--- src/design/dzgc_pkg.sv ---
// ----------------------------------------------------------------------------
// dzgc_pkg
// Shared types and constants of the calibrated DAC driver: opcodes, register
// indexes, field widths, configuration and result bundles.
// ----------------------------------------------------------------------------
package dzgc_pkg;

	localparam int unsigned OP_W      = 4;
	localparam int unsigned VAL_W     = 16;
	localparam int unsigned SHIFT_W   = 5;
	localparam int unsigned TICKS_W   = 7;
	localparam int unsigned TIMER_W   = 8;
	localparam int unsigned REQ_W     = 2;
	localparam int unsigned PROD_W    = 2 * VAL_W;
	localparam int unsigned CFG_IDX_W = 3;
	localparam int unsigned IN_W      = 24;
	localparam int unsigned OUT_W     = 40;

	localparam logic [VAL_W-1:0]   SAT_MAX   = 16'hFFFF;
	localparam logic [TIMER_W-1:0] GAIN_FLAG = 8'h80;

	// reset values
	localparam logic [SHIFT_W-1:0] RST_GAIN_SHIFT = 5'd12;
	localparam logic [TICKS_W-1:0] RST_LOCK_TICKS = 7'd120;
	localparam logic [VAL_W-1:0]   RST_ZERO_OUT   = 16'd13107;
	localparam logic [VAL_W-1:0]   RST_MAX_OUT    = 16'hFFFF;
	localparam logic [VAL_W-1:0]   RST_FULL_SCALE = 16'hFFFF;
	localparam logic [VAL_W-1:0]   RST_GAIN_WORD  = 16'd4096;

	typedef enum logic [OP_W-1:0] {
		OP_TICK       = 4'd0,
		OP_UPDATE     = 4'd1,
		OP_INV_UPDATE = 4'd2,
		OP_ZERO_OUT   = 4'd3,
		OP_MAX_OUT    = 4'd4,
		OP_ZERO_MODE  = 4'd5,
		OP_SET_ZERO   = 4'd6,
		OP_SAVE_ZERO  = 4'd7,
		OP_GAIN_MODE  = 4'd8,
		OP_SET_GAIN   = 4'd9,
		OP_SAVE_GAIN  = 4'd10
	} opcode_t;

	typedef enum logic [CFG_IDX_W-1:0] {
		REG_GAIN_SHIFT = 3'd0,
		REG_LOCK_TICKS = 3'd1,
		REG_ZERO_OUT   = 3'd2,
		REG_MAX_OUT    = 3'd3,
		REG_FULL_SCALE = 3'd4
	} reg_idx_t;

	typedef enum logic [REQ_W-1:0] {
		REQ_NONE = 2'd0,
		REQ_ZERO = 2'd1,
		REQ_GAIN = 2'd2
	} store_req_t;

	typedef struct packed {
		logic [SHIFT_W-1:0] gain_shift;
		logic [TICKS_W-1:0] lock_ticks;
		logic [VAL_W-1:0]   zero_output_code;
		logic [VAL_W-1:0]   max_output_code;
		logic [VAL_W-1:0]   full_scale_value;
	} cfg_t;

	typedef struct packed {
		logic             dac_write;
		logic [VAL_W-1:0] dac_code;
		store_req_t       store_request;
		logic [VAL_W-1:0] stored_value;
		logic             locked;
	} result_t;

endpackage

--- src/design/dzgc_cfg_regs.sv ---
// ----------------------------------------------------------------------------
// dzgc_cfg_regs
// Configuration register file; one indexed write per request, unknown
// indexes are dropped.
// ----------------------------------------------------------------------------
module dzgc_cfg_regs (
	input  logic                            clk,
	input  logic                            arst_n,
	input  logic                            wr_en,
	input  logic [dzgc_pkg::CFG_IDX_W-1:0]  wr_index,
	input  logic [dzgc_pkg::VAL_W-1:0]      wr_data,
	output dzgc_pkg::cfg_t                  cfg
);
	import dzgc_pkg::*;

	cfg_t cfg_q;

	// register writes
	always_ff @(posedge clk or negedge arst_n) begin
		if (!arst_n) begin
			cfg_q.gain_shift       <= RST_GAIN_SHIFT;
			cfg_q.lock_ticks       <= RST_LOCK_TICKS;
			cfg_q.zero_output_code <= RST_ZERO_OUT;
			cfg_q.max_output_code  <= RST_MAX_OUT;
			cfg_q.full_scale_value <= RST_FULL_SCALE;
		end else if (wr_en) begin
			unique case (reg_idx_t'(wr_index))
				REG_GAIN_SHIFT: cfg_q.gain_shift       <= wr_data[SHIFT_W-1:0];
				REG_LOCK_TICKS: cfg_q.lock_ticks       <= wr_data[TICKS_W-1:0];
				REG_ZERO_OUT:   cfg_q.zero_output_code <= wr_data;
				REG_MAX_OUT:    cfg_q.max_output_code  <= wr_data;
				REG_FULL_SCALE: cfg_q.full_scale_value <= wr_data;
				default:        ;
			endcase
		end
	end

	assign cfg = cfg_q;

endmodule

--- src/design/dzgc_core.sv ---
// ----------------------------------------------------------------------------
// dzgc_core
// Calibration state (zero code, gain word, lock timer) and the per-opcode
// datapath: scale, offset, saturate, lock handling and store requests.
// ----------------------------------------------------------------------------
module dzgc_core (
	input  logic                        clk,
	input  logic                        arst_n,
	input  logic                        fire,
	input  logic [dzgc_pkg::OP_W-1:0]   opcode,
	input  logic [dzgc_pkg::VAL_W-1:0]  operand_value,
	input  dzgc_pkg::cfg_t              cfg,
	output dzgc_pkg::result_t           result
);
	import dzgc_pkg::*;

	logic [VAL_W-1:0]   zero_code_q;
	logic [VAL_W-1:0]   gain_word_q;
	logic [TIMER_W-1:0] lock_timer_q;

	logic [VAL_W-1:0]   mul_a;
	logic [VAL_W-1:0]   mul_b;
	logic [PROD_W-1:0]  product;
	logic [PROD_W-1:0]  scaled;
	logic [PROD_W:0]    fwd_sum;
	logic [VAL_W-1:0]   fwd_code;
	logic [VAL_W-1:0]   inv_code;
	logic [TIMER_W-1:0] tick_dec;
	logic [TIMER_W-1:0] tick_next;
	logic [TIMER_W-1:0] timer_next;
	logic [VAL_W-1:0]   zero_next;
	logic [VAL_W-1:0]   gain_next;
	logic               unlocked;
	logic               gain_cal;

	// gain calibration scales full scale; set gain uses the new gain at once
	assign gain_cal = (opcode_t'(opcode) == OP_GAIN_MODE) || (opcode_t'(opcode) == OP_SET_GAIN);
	assign mul_a    = gain_cal ? cfg.full_scale_value : operand_value;
	assign mul_b    = (opcode_t'(opcode) == OP_SET_GAIN) ? operand_value : gain_word_q;
	assign product  = PROD_W'(mul_a) * PROD_W'(mul_b);
	assign scaled   = product >> cfg.gain_shift;

	// forward path: offset and saturate
	assign fwd_sum  = {1'b0, scaled} + (PROD_W + 1)'(zero_code_q);
	assign fwd_code = (fwd_sum >= (PROD_W + 1)'(SAT_MAX)) ? SAT_MAX : fwd_sum[VAL_W-1:0];

	// inverted path: zero minus scaled value, floored at zero
	assign inv_code = (PROD_W'(zero_code_q) > scaled) ?
	                  (zero_code_q - scaled[VAL_W-1:0]) : '0;

	// tick: count down, a gain lock that reaches the flag alone ends
	assign tick_dec  = lock_timer_q - TIMER_W'(1);
	assign tick_next = (lock_timer_q == '0) ? '0 :
	                   ((tick_dec == GAIN_FLAG) ? '0 : tick_dec);

	assign unlocked = (lock_timer_q == '0);

	// per-opcode outcome
	always_comb begin
		timer_next           = lock_timer_q;
		zero_next            = zero_code_q;
		gain_next            = gain_word_q;
		result.dac_write     = 1'b0;
		result.dac_code      = '0;
		result.store_request = REQ_NONE;
		result.stored_value  = '0;
		unique case (opcode_t'(opcode))
			OP_TICK: begin
				timer_next = tick_next;
			end
			OP_UPDATE: begin
				result.dac_write = unlocked;
				result.dac_code  = unlocked ? fwd_code : '0;
			end
			OP_INV_UPDATE: begin
				result.dac_write = unlocked;
				result.dac_code  = unlocked ? inv_code : '0;
			end
			OP_ZERO_OUT: begin
				result.dac_write = unlocked;
				result.dac_code  = unlocked ? cfg.zero_output_code : '0;
			end
			OP_MAX_OUT: begin
				result.dac_write = 1'b1;
				result.dac_code  = cfg.max_output_code;
			end
			OP_ZERO_MODE: begin
				timer_next       = {1'b0, cfg.lock_ticks};
				result.dac_write = 1'b1;
				result.dac_code  = zero_code_q;
			end
			OP_SET_ZERO: begin
				timer_next       = {1'b0, cfg.lock_ticks};
				zero_next        = operand_value;
				result.dac_write = 1'b1;
				result.dac_code  = operand_value;
			end
			OP_SAVE_ZERO: begin
				timer_next           = '0;
				result.store_request = REQ_ZERO;
				result.stored_value  = zero_code_q;
			end
			OP_GAIN_MODE: begin
				timer_next       = GAIN_FLAG | {1'b0, cfg.lock_ticks};
				result.dac_write = 1'b1;
				result.dac_code  = fwd_code;
			end
			OP_SET_GAIN: begin
				timer_next       = GAIN_FLAG | {1'b0, cfg.lock_ticks};
				gain_next        = operand_value;
				result.dac_write = 1'b1;
				result.dac_code  = fwd_code;
			end
			OP_SAVE_GAIN: begin
				timer_next           = '0;
				result.store_request = REQ_GAIN;
				result.stored_value  = gain_word_q;
			end
			default: ;
		endcase
		result.locked = (timer_next != '0);
	end

	// calibration state
	always_ff @(posedge clk or negedge arst_n) begin
		if (!arst_n) begin
			zero_code_q  <= '0;
			gain_word_q  <= RST_GAIN_WORD;
			lock_timer_q <= '0;
		end else if (fire) begin
			zero_code_q  <= zero_next;
			gain_word_q  <= gain_next;
			lock_timer_q <= timer_next;
		end
	end

endmodule

--- src/design/dac_zero_gain_calibrator_top.sv ---
// Path: a request accepted into the input register moves into the result
// register when that register is free (input register, then result register).
// Throughput: one request per cycle while m_axis_tready holds; the state update
// path runs through the 16x16 multiplier, shifter and offset adder.
// Reset: arst_n clears both valid flags, loads the configuration registers with
// their defaults and sets the calibration state (zero code 0, gain 4096, lock 0).
// ----------------------------------------------------------------------------
// dac_zero_gain_calibrator_top
// Calibrated DAC driver with two-point zero and gain calibration, stream in,
// stream out, and an indexed configuration write channel.
// ----------------------------------------------------------------------------
module dac_zero_gain_calibrator_top (
	input  logic                            clk,
	input  logic                            arst_n,
	// request stream
	input  logic                            s_axis_tvalid,
	output logic                            s_axis_tready,
	// [3:0] opcode, [19:4] operand_value, [23:20] zero
	input  logic [dzgc_pkg::IN_W-1:0]       s_axis_tdata,
	// result stream
	output logic                            m_axis_tvalid,
	input  logic                            m_axis_tready,
	// [0] dac_write, [16:1] dac_code, [18:17] store_request,
	// [34:19] stored_value, [35] locked, [39:36] zero
	output logic [dzgc_pkg::OUT_W-1:0]      m_axis_tdata,
	// configuration writes
	input  logic                            cfg_valid,
	output logic                            cfg_ready,
	input  logic [dzgc_pkg::CFG_IDX_W-1:0]  cfg_index,
	input  logic [dzgc_pkg::VAL_W-1:0]      cfg_data
);
	import dzgc_pkg::*;

	logic             valid_s1;
	logic [OP_W-1:0]  opcode_s1;
	logic [VAL_W-1:0] operand_s1;
	logic             out_valid_q;
	result_t          out_q;
	result_t          result;
	cfg_t             cfg;
	logic             advance;
	logic             fire;

	assign cfg_ready = 1'b1;

	dzgc_cfg_regs u_cfg_regs (
		.clk      (clk),
		.arst_n   (arst_n),
		.wr_en    (cfg_valid),
		.wr_index (cfg_index),
		.wr_data  (cfg_data),
		.cfg      (cfg)
	);

	// handshake: the result register frees as the consumer takes it
	assign advance       = !out_valid_q || m_axis_tready;
	assign fire          = valid_s1 && advance;
	assign s_axis_tready = !valid_s1 || advance;

	// input register
	always_ff @(posedge clk or negedge arst_n) begin
		if (!arst_n) begin
			valid_s1 <= 1'b0;
		end else if (s_axis_tready) begin
			valid_s1 <= s_axis_tvalid;
		end
	end

	always_ff @(posedge clk) begin
		if (s_axis_tready && s_axis_tvalid) begin
			opcode_s1  <= s_axis_tdata[OP_W-1:0];
			operand_s1 <= s_axis_tdata[OP_W+VAL_W-1:OP_W];
		end
	end

	dzgc_core u_core (
		.clk           (clk),
		.arst_n        (arst_n),
		.fire          (fire),
		.opcode        (opcode_s1),
		.operand_value (operand_s1),
		.cfg           (cfg),
		.result        (result)
	);

	// result register
	always_ff @(posedge clk or negedge arst_n) begin
		if (!arst_n) begin
			out_valid_q <= 1'b0;
		end else if (advance) begin
			out_valid_q <= valid_s1;
		end
	end

	always_ff @(posedge clk) begin
		if (fire) begin
			out_q <= result;
		end
	end

	assign m_axis_tvalid = out_valid_q;
	assign m_axis_tdata  = {4'b0000, out_q.locked, out_q.stored_value,
	                        out_q.store_request, out_q.dac_code, out_q.dac_write};

endmodule

--- config.mk ---
export PLATFORM = sky130hd
export DESIGN_NAME = dac_zero_gain_calibrator_top
export DESIGN_NICKNAME = d
export VERILOG_FILES = /design/src/design/dzgc_pkg.sv /design/src/design/dzgc_cfg_regs.sv /design/src/design/dzgc_core.sv /design/src/design/dac_zero_gain_calibrator_top.sv
export SDC_FILE = /design/constraint.sdc
export NUM_CORES = 1
export LEC_CHECK = 0
export BUFFER_PORTS_ARGS = -buffer_cell sky130_fd_sc_hd__buf_4
export CAP_MARGIN = 30
export CORE_MARGIN = 2
export CORE_UTILIZATION = 65
export CTS_CLUSTER_SIZE = 8
export DETAILED_ROUTE_END_ITERATION = 7
export PLACE_DENSITY = 0.93
export SYNTH_ARGS = -nofsm -noshare
export SYNTH_HDL_FRONTEND = slang
export SYNTH_SLANG_ARGS = --single-unit
--- constraint.sdc ---
create_clock -name clk -period 38.3 [get_ports clk]
set_clock_uncertainty 0.15 [all_clocks]
set_input_delay 7.66 -clock clk [delete_from_list [all_inputs] [get_ports clk]]
set_output_delay 7.66 -clock clk [all_outputs]
set_load 0.02 [all_outputs]
==> impl_metrics.toml, run 1 <==
[outcome]
run_status = "finished, violations left"
violations = "design-rule violations"

[synth]
avgSynthCellArea_um2 = 8.80
synth_warnings = 0
synth-edff-count = 56
ys_types = 99
seq_area_frac_synth_pct = 20.4
netlist_area_um2 = 21000
async_flop_share_pct = 64.6
synthFlopType = "edfxtp_1"
ys_ff_latch = 158
syn-instance-count = 2387

[clocking]
postCtsHoldBufs = 0
cts_tree = "yes"
cts_resized = 0
h-tree-depth = 4
clockRootBuffer = "clkbuf_16"
cts_setup_buffers = 0
clk_transition_reported_paths_ps = 70
cts.path.max_buffers = 2
numCtsBuffers = 17
insertion_delay_ps = 450
cts_sinks = 158

[timing]
min_period_ps = 16000
finalSetupTns_ps = 0
rsz0062_at_grt = "no"
fin_hold_ws_ps = 372
tightestPinTransition_ps = 1000
setup_viol = 0
maxSlewHeadroom_pct = 32.4
slew_viol_final = 0
period_share_pct = 41.8
hold_violations = 0
clock.fmax_mhz = 62.5

[grt]
grt_util_met3_pct = 13.2
grt_pass1_wl_um = 106000
antenna_found_initial = 4
top_usage_layer = "met2"
use_met1_pct = 49.5
grt_max_degree = 64
grt_overflow = 0
gr-usage-met2_pct = 64.2
grt_pass1_vias = 19569
grt.total_usage_pct = 41.2

[floorplanning]
core_area_um2 = 31700
start_util_pct = 66.3
boundaryPins = 91
dieArea_um2 = 33800
die-height_um = 184
die_w_um = 184
rows = 65

[routing]
ant_nets = 0
route.detailed.drc = 1
routed_wl_um = 68600
drt-vias-per-instance = 6.88
wl_per_cell_um = 24.2
drtIter0Drc = 2453
first_pass_iters = 8
via_count = 19520

[layout]
final_common_cell = "inv_1"
final_cell_mix = "inv_1, nor2_1, nand2_1"
final_util_pct = 71.4
layout-drive-gt1-share_pct = 15.5
syn_to_final_growth_pct = 7.82
nets = 2804

[worst_hold_path]
hold_class = "register to register"
hold_end = "u_cfg_regs.cfg[35]$_DFFE_PN0P_"
min-delay-start = "u_cfg_regs.cfg[35]$_DFFE_PN0P_"
whs_path_depth = 1

[critical_path]
crit_start = "m_axis_tready"
critPathLaunchType = "primary input"
crit_path_end_kind = "primary output"
critical_path_class = "primary input to primary output"
r2r_start = "opcode_s1[2]$_DFFE_PP_"
cp_max_fo = 3
timing.reg2reg.worst_path_depth = 43
r2r_setup_slack_ps = 23200
reg2reg_to = "m_axis_tdata[2]$_DFFE_PP_"
cp.required_ps = 30490
cp.arrival_ps = 8190

[placement]
dp_hpwl_um = 50500
gp_congestion = 1.00
portBuffers = 81

[flow_run]
max-cap-violations = 0
how the worst max path moves through the flow:
| stage | cells after the start | to |
|---|---|---|
| after floorplan | 1 | s_axis_tready |
| after global placement | 3 | s_axis_tready |
| after detailed placement | 3 | s_axis_tready |
| after CTS | 3 | s_axis_tready |
| after global routing | 3 | s_axis_tready |
| final | 3 | s_axis_tready |
sequential cells by signal (all words and copies together) (netlist names):
| register | flops |
|---|---|
| u_core.zero_code_q | 16 |
| operand_s1 | 16 |
| u_cfg_regs.cfg | 60 |
| m_axis_tdata | 36 |
| u_core.lock_timer_q | 8 |
| m_axis_tvalid | 1 |
| u_core.gain_word_q | 16 |
| valid_s1 | 1 |
| opcode_s1 | 4 |
cell usage after synthesis (17+ instances only):
| library cell | number | area [um^2] |
|---|---|---|
| ha_1 | 140 | 1750 |
| nor2_1 | 258 | 968 |
| xnor2_1 | 37 | 324 |
| a21oi_1 | 75 | 375 |
| a211oi_1 | 21 | 158 |
| o211ai_1 | 19 | 143 |
| a21o_1 | 23 | 173 |
| a22o_1 | 21 | 184 |
| o21a_1 | 27 | 203 |
| nand4_1 | 28 | 175 |
| dfstp_2 | 47 | 1230 |
| fa_1 | 196 | 3920 |
| mux2_2 | 105 | 1180 |
| nand3_1 | 46 | 230 |
| nand2_1 | 251 | 942 |
| clkbuf_1 | 90 | 338 |
| nor3_1 | 34 | 170 |
| mux2i_1 | 91 | 911 |
| o21ai_0 | 105 | 526 |
| dfrtp_1 | 55 | 1380 |
| or2_2 | 17 | 106 |
| edfxtp_1 | 56 | 1680 |
| inv_1 | 282 | 1060 |
metal layers:
layer | up-vias | part of all wire (%) | routed length, um
met5 | - | 0 | 0
met4 | 0 | 7.7 | 5310
met3 | 413 | 12 | 8240
met2 | 1433 | 45 | 30700
met1 | 9336 | 35 | 24300
li1 | 8338 | - | -
kinds of logic after synthesis:
kind of cell             Yosys count  share of synthesized area (%)
buffers and inverters            405                           7.54
XOR/XNOR                          53                           2.21
adder cells (fa/ha/maj)          336                           27.0
AND/OR/NAND/NOR                  761                           16.6
multiplexers                     197                           10.0
other                              2                         0.0357
flip-flops                       158                           20.4
AO/OA/AOI/OAI                    475                           16.1
layout make-up:
class                           instances  area (um^2)
Multi-Input combinational cell       1827        15200
Fill cell                            2235         9060
Sequential cell                       158         4290
Inverter                              284         1070
Timing Repair Buffer                  132         1050
Tap cell                              402          503
Clock buffer                           17          425
Clock inverter                         15          146
Antenna cell                            3         7.51
critical path, cell delays in order:
cell      delay, ps
buf_4           110
nand3b_1        210
buf_4           200
through the flow:
stage          setup slack (ps)  instances  area [um^2]
3_5_place_dp              22360       2796        22000
6_report                  22300       2838        22700
3_3_place_gp              22380       2792        21900
2_1_floorplan             22550       2390        21000
4_1_cts                   22320       2828        22600
5_1_grt                   22300       2835        22700
Power of run 1 is not shown: default switching activity piles up to over one toggle a cycle in this logic, so the estimate is an artifact.
==> run 2, diff against run 1 <==
- clock period: 38.3 -> 15.65 ns (I/O delays scaled with it)
==> impl_metrics.toml, run 2 (synthesis gave the netlist of run 1 again) <==
[outcome]
run_status = "finished clean"

[timing]
clock.fmax_mhz = 69.3
rsz0062_at_grt = "no"
tightestPinTransition_ps = 1040
maxSlewHeadroom_pct = 28.7
setup_viol = 0
min_period_ps = 14420
slew_viol_final = 0
period_share_pct = 92.2
finalSetupTns_ps = 0
hold_violations = 0

[routing]
route.detailed.drc = 0
routed_wl_um = 67700
ant_nets = 0
drtIter0Drc = 2394
wl_per_cell_um = 23.8
via_count = 19242
drt-vias-per-instance = 6.77
first_pass_iters = 6

[layout]
final_common_cell = "inv_1"
layout-drive-gt1-share_pct = 15.6
num_antenna_cells = 0
largest_reg_flops = 60
final_cell_mix = "inv_1, nor2_1, nand2_1"
instances_no_fill = 2841
syn_to_final_growth_pct = 7.79
nets = 2810
nFillCells = 2359

[floorplanning]
boundaryPins = 91
dieArea_um2 = 33800
core_area_um2 = 31700
die-height_um = 184
start_util_pct = 66.3
die_w_um = 184
rows = 65

[critical_path]
reg2reg_to = "m_axis_tdata[1]$_DFFE_PP_"
critical_path_class = "register to register"
r2r_start = "opcode_s1[2]$_DFFE_PP_"
r2r_setup_slack_ps = 1230
slowest_delay_ps = 660
cp_max_fo = 33
crit_slowest_cell = "a21boi_0"
crit_top_cell = "fa_1"
timing.reg2reg.worst_path_depth = 43
crit_path_end_kind = "register"
cp.arrival_ps = 14450
critPathLaunchType = "register"
cp.required_ps = 15680

[grt]
grt.total_usage_pct = 40.8
grt_pass1_wl_um = 106000
grt_overflow = 0
grt_pass1_vias = 19200
antenna_found_initial = 1
grt_max_degree = 76

[clocking]
cts_setup_buffers = 0
clockRootBuffer = "clkbuf_16"
numCtsBuffers = 17
cts_tree = "yes"
cts.path.max_buffers = 2
postCtsHoldBufs = 0
insertion_delay_ps = 440
clk_transition_reported_paths_ps = 70
h-tree-depth = 4
cts_sinks = 158
cts_resized = 0

[placement]
gp_congestion = 0.992
dp_hpwl_um = 52100
portBuffers = 81
dp.cells = 2807

[worst_hold_path]
hold_class = "register to register"
whs_path_depth = 1
min-delay-start = "valid_s1$_DFFE_PN0N_"
hold_end = "m_axis_tvalid$_DFFE_PN0P_"

[flow_run]
max-cap-violations = 0
==> run 2: worst max-delay path by stage <==
stage | from | to | slack [ps] | cells past startpoint
after floorplan | opcode_s1[2]$_DFFE_PP_ | m_axis_tdata[15]$_DFFE_PP_ | 2810 | 45
after global placement | opcode_s1[2]$_DFFE_PP_ | m_axis_tdata[1]$_DFFE_PP_ | 1440 | 43
after detailed placement | opcode_s1[2]$_DFFE_PP_ | m_axis_tdata[16]$_DFFE_PP_ | 1320 | 43
after CTS | opcode_s1[2]$_DFFE_PP_ | m_axis_tdata[1]$_DFFE_PP_ | 1150 | 43
after global routing | opcode_s1[2]$_DFFE_PP_ | m_axis_tdata[16]$_DFFE_PP_ | 700 | 42
final | opcode_s1[2]$_DFFE_PP_ | m_axis_tdata[1]$_DFFE_PP_ | 1230 | 43
==> run 2: critical path: cells and delay by family (launching register included) <==
family,cells,cell delay (ps)
AOI/OAI and AO/OA,14,4260
adders and majority gates,9,4230
and+or+nand+nor,13,3390
buffers and inverters,5,990
muxes,2,560
DFF,1,510
==> run 2: area by class of cell <==
class / instances / area (um^2) / area share [%]
Sequential cell: 158 / 4290 / 19.0
Timing Repair Buffer: 138 / 1050 / 4.63
Inverter: 284 / 1070 / 4.71
Clock buffer: 18 / 429 / 1.89
Multi-Input combinational cell: 1827 / 15200 / 67.0
Clock inverter: 14 / 145 / 0.641
Tap cell: 402 / 503 / 2.22
==> run 2: per-stage QoR <==
stage | cell area (um^2) | worst slack, ps | hold WS, ps | util [%]
floorplan | 21000 | 2810 | 307 | -
finish | 22700 | 1230 | 359 | 71.4
detailed placement | 22100 | 1320 | 349 | 69.5
global route | 22700 | 700 | 388 | 71.4
global placement | 22000 | 1440 | 325 | 69.5
CTS | 22600 | 1150 | 362 | 71.3
==> run 2: metal layers <==
layer  up-vias  share of wire, %  track usage, %
met2      1329                46            65.4
met3       353                10            8.38
met1      9240                36            50.4
met5         -             0.019               0
met4         2               7.6            26.2
li1       8318                 -               -
Power of run 2 is left out for the same reason.
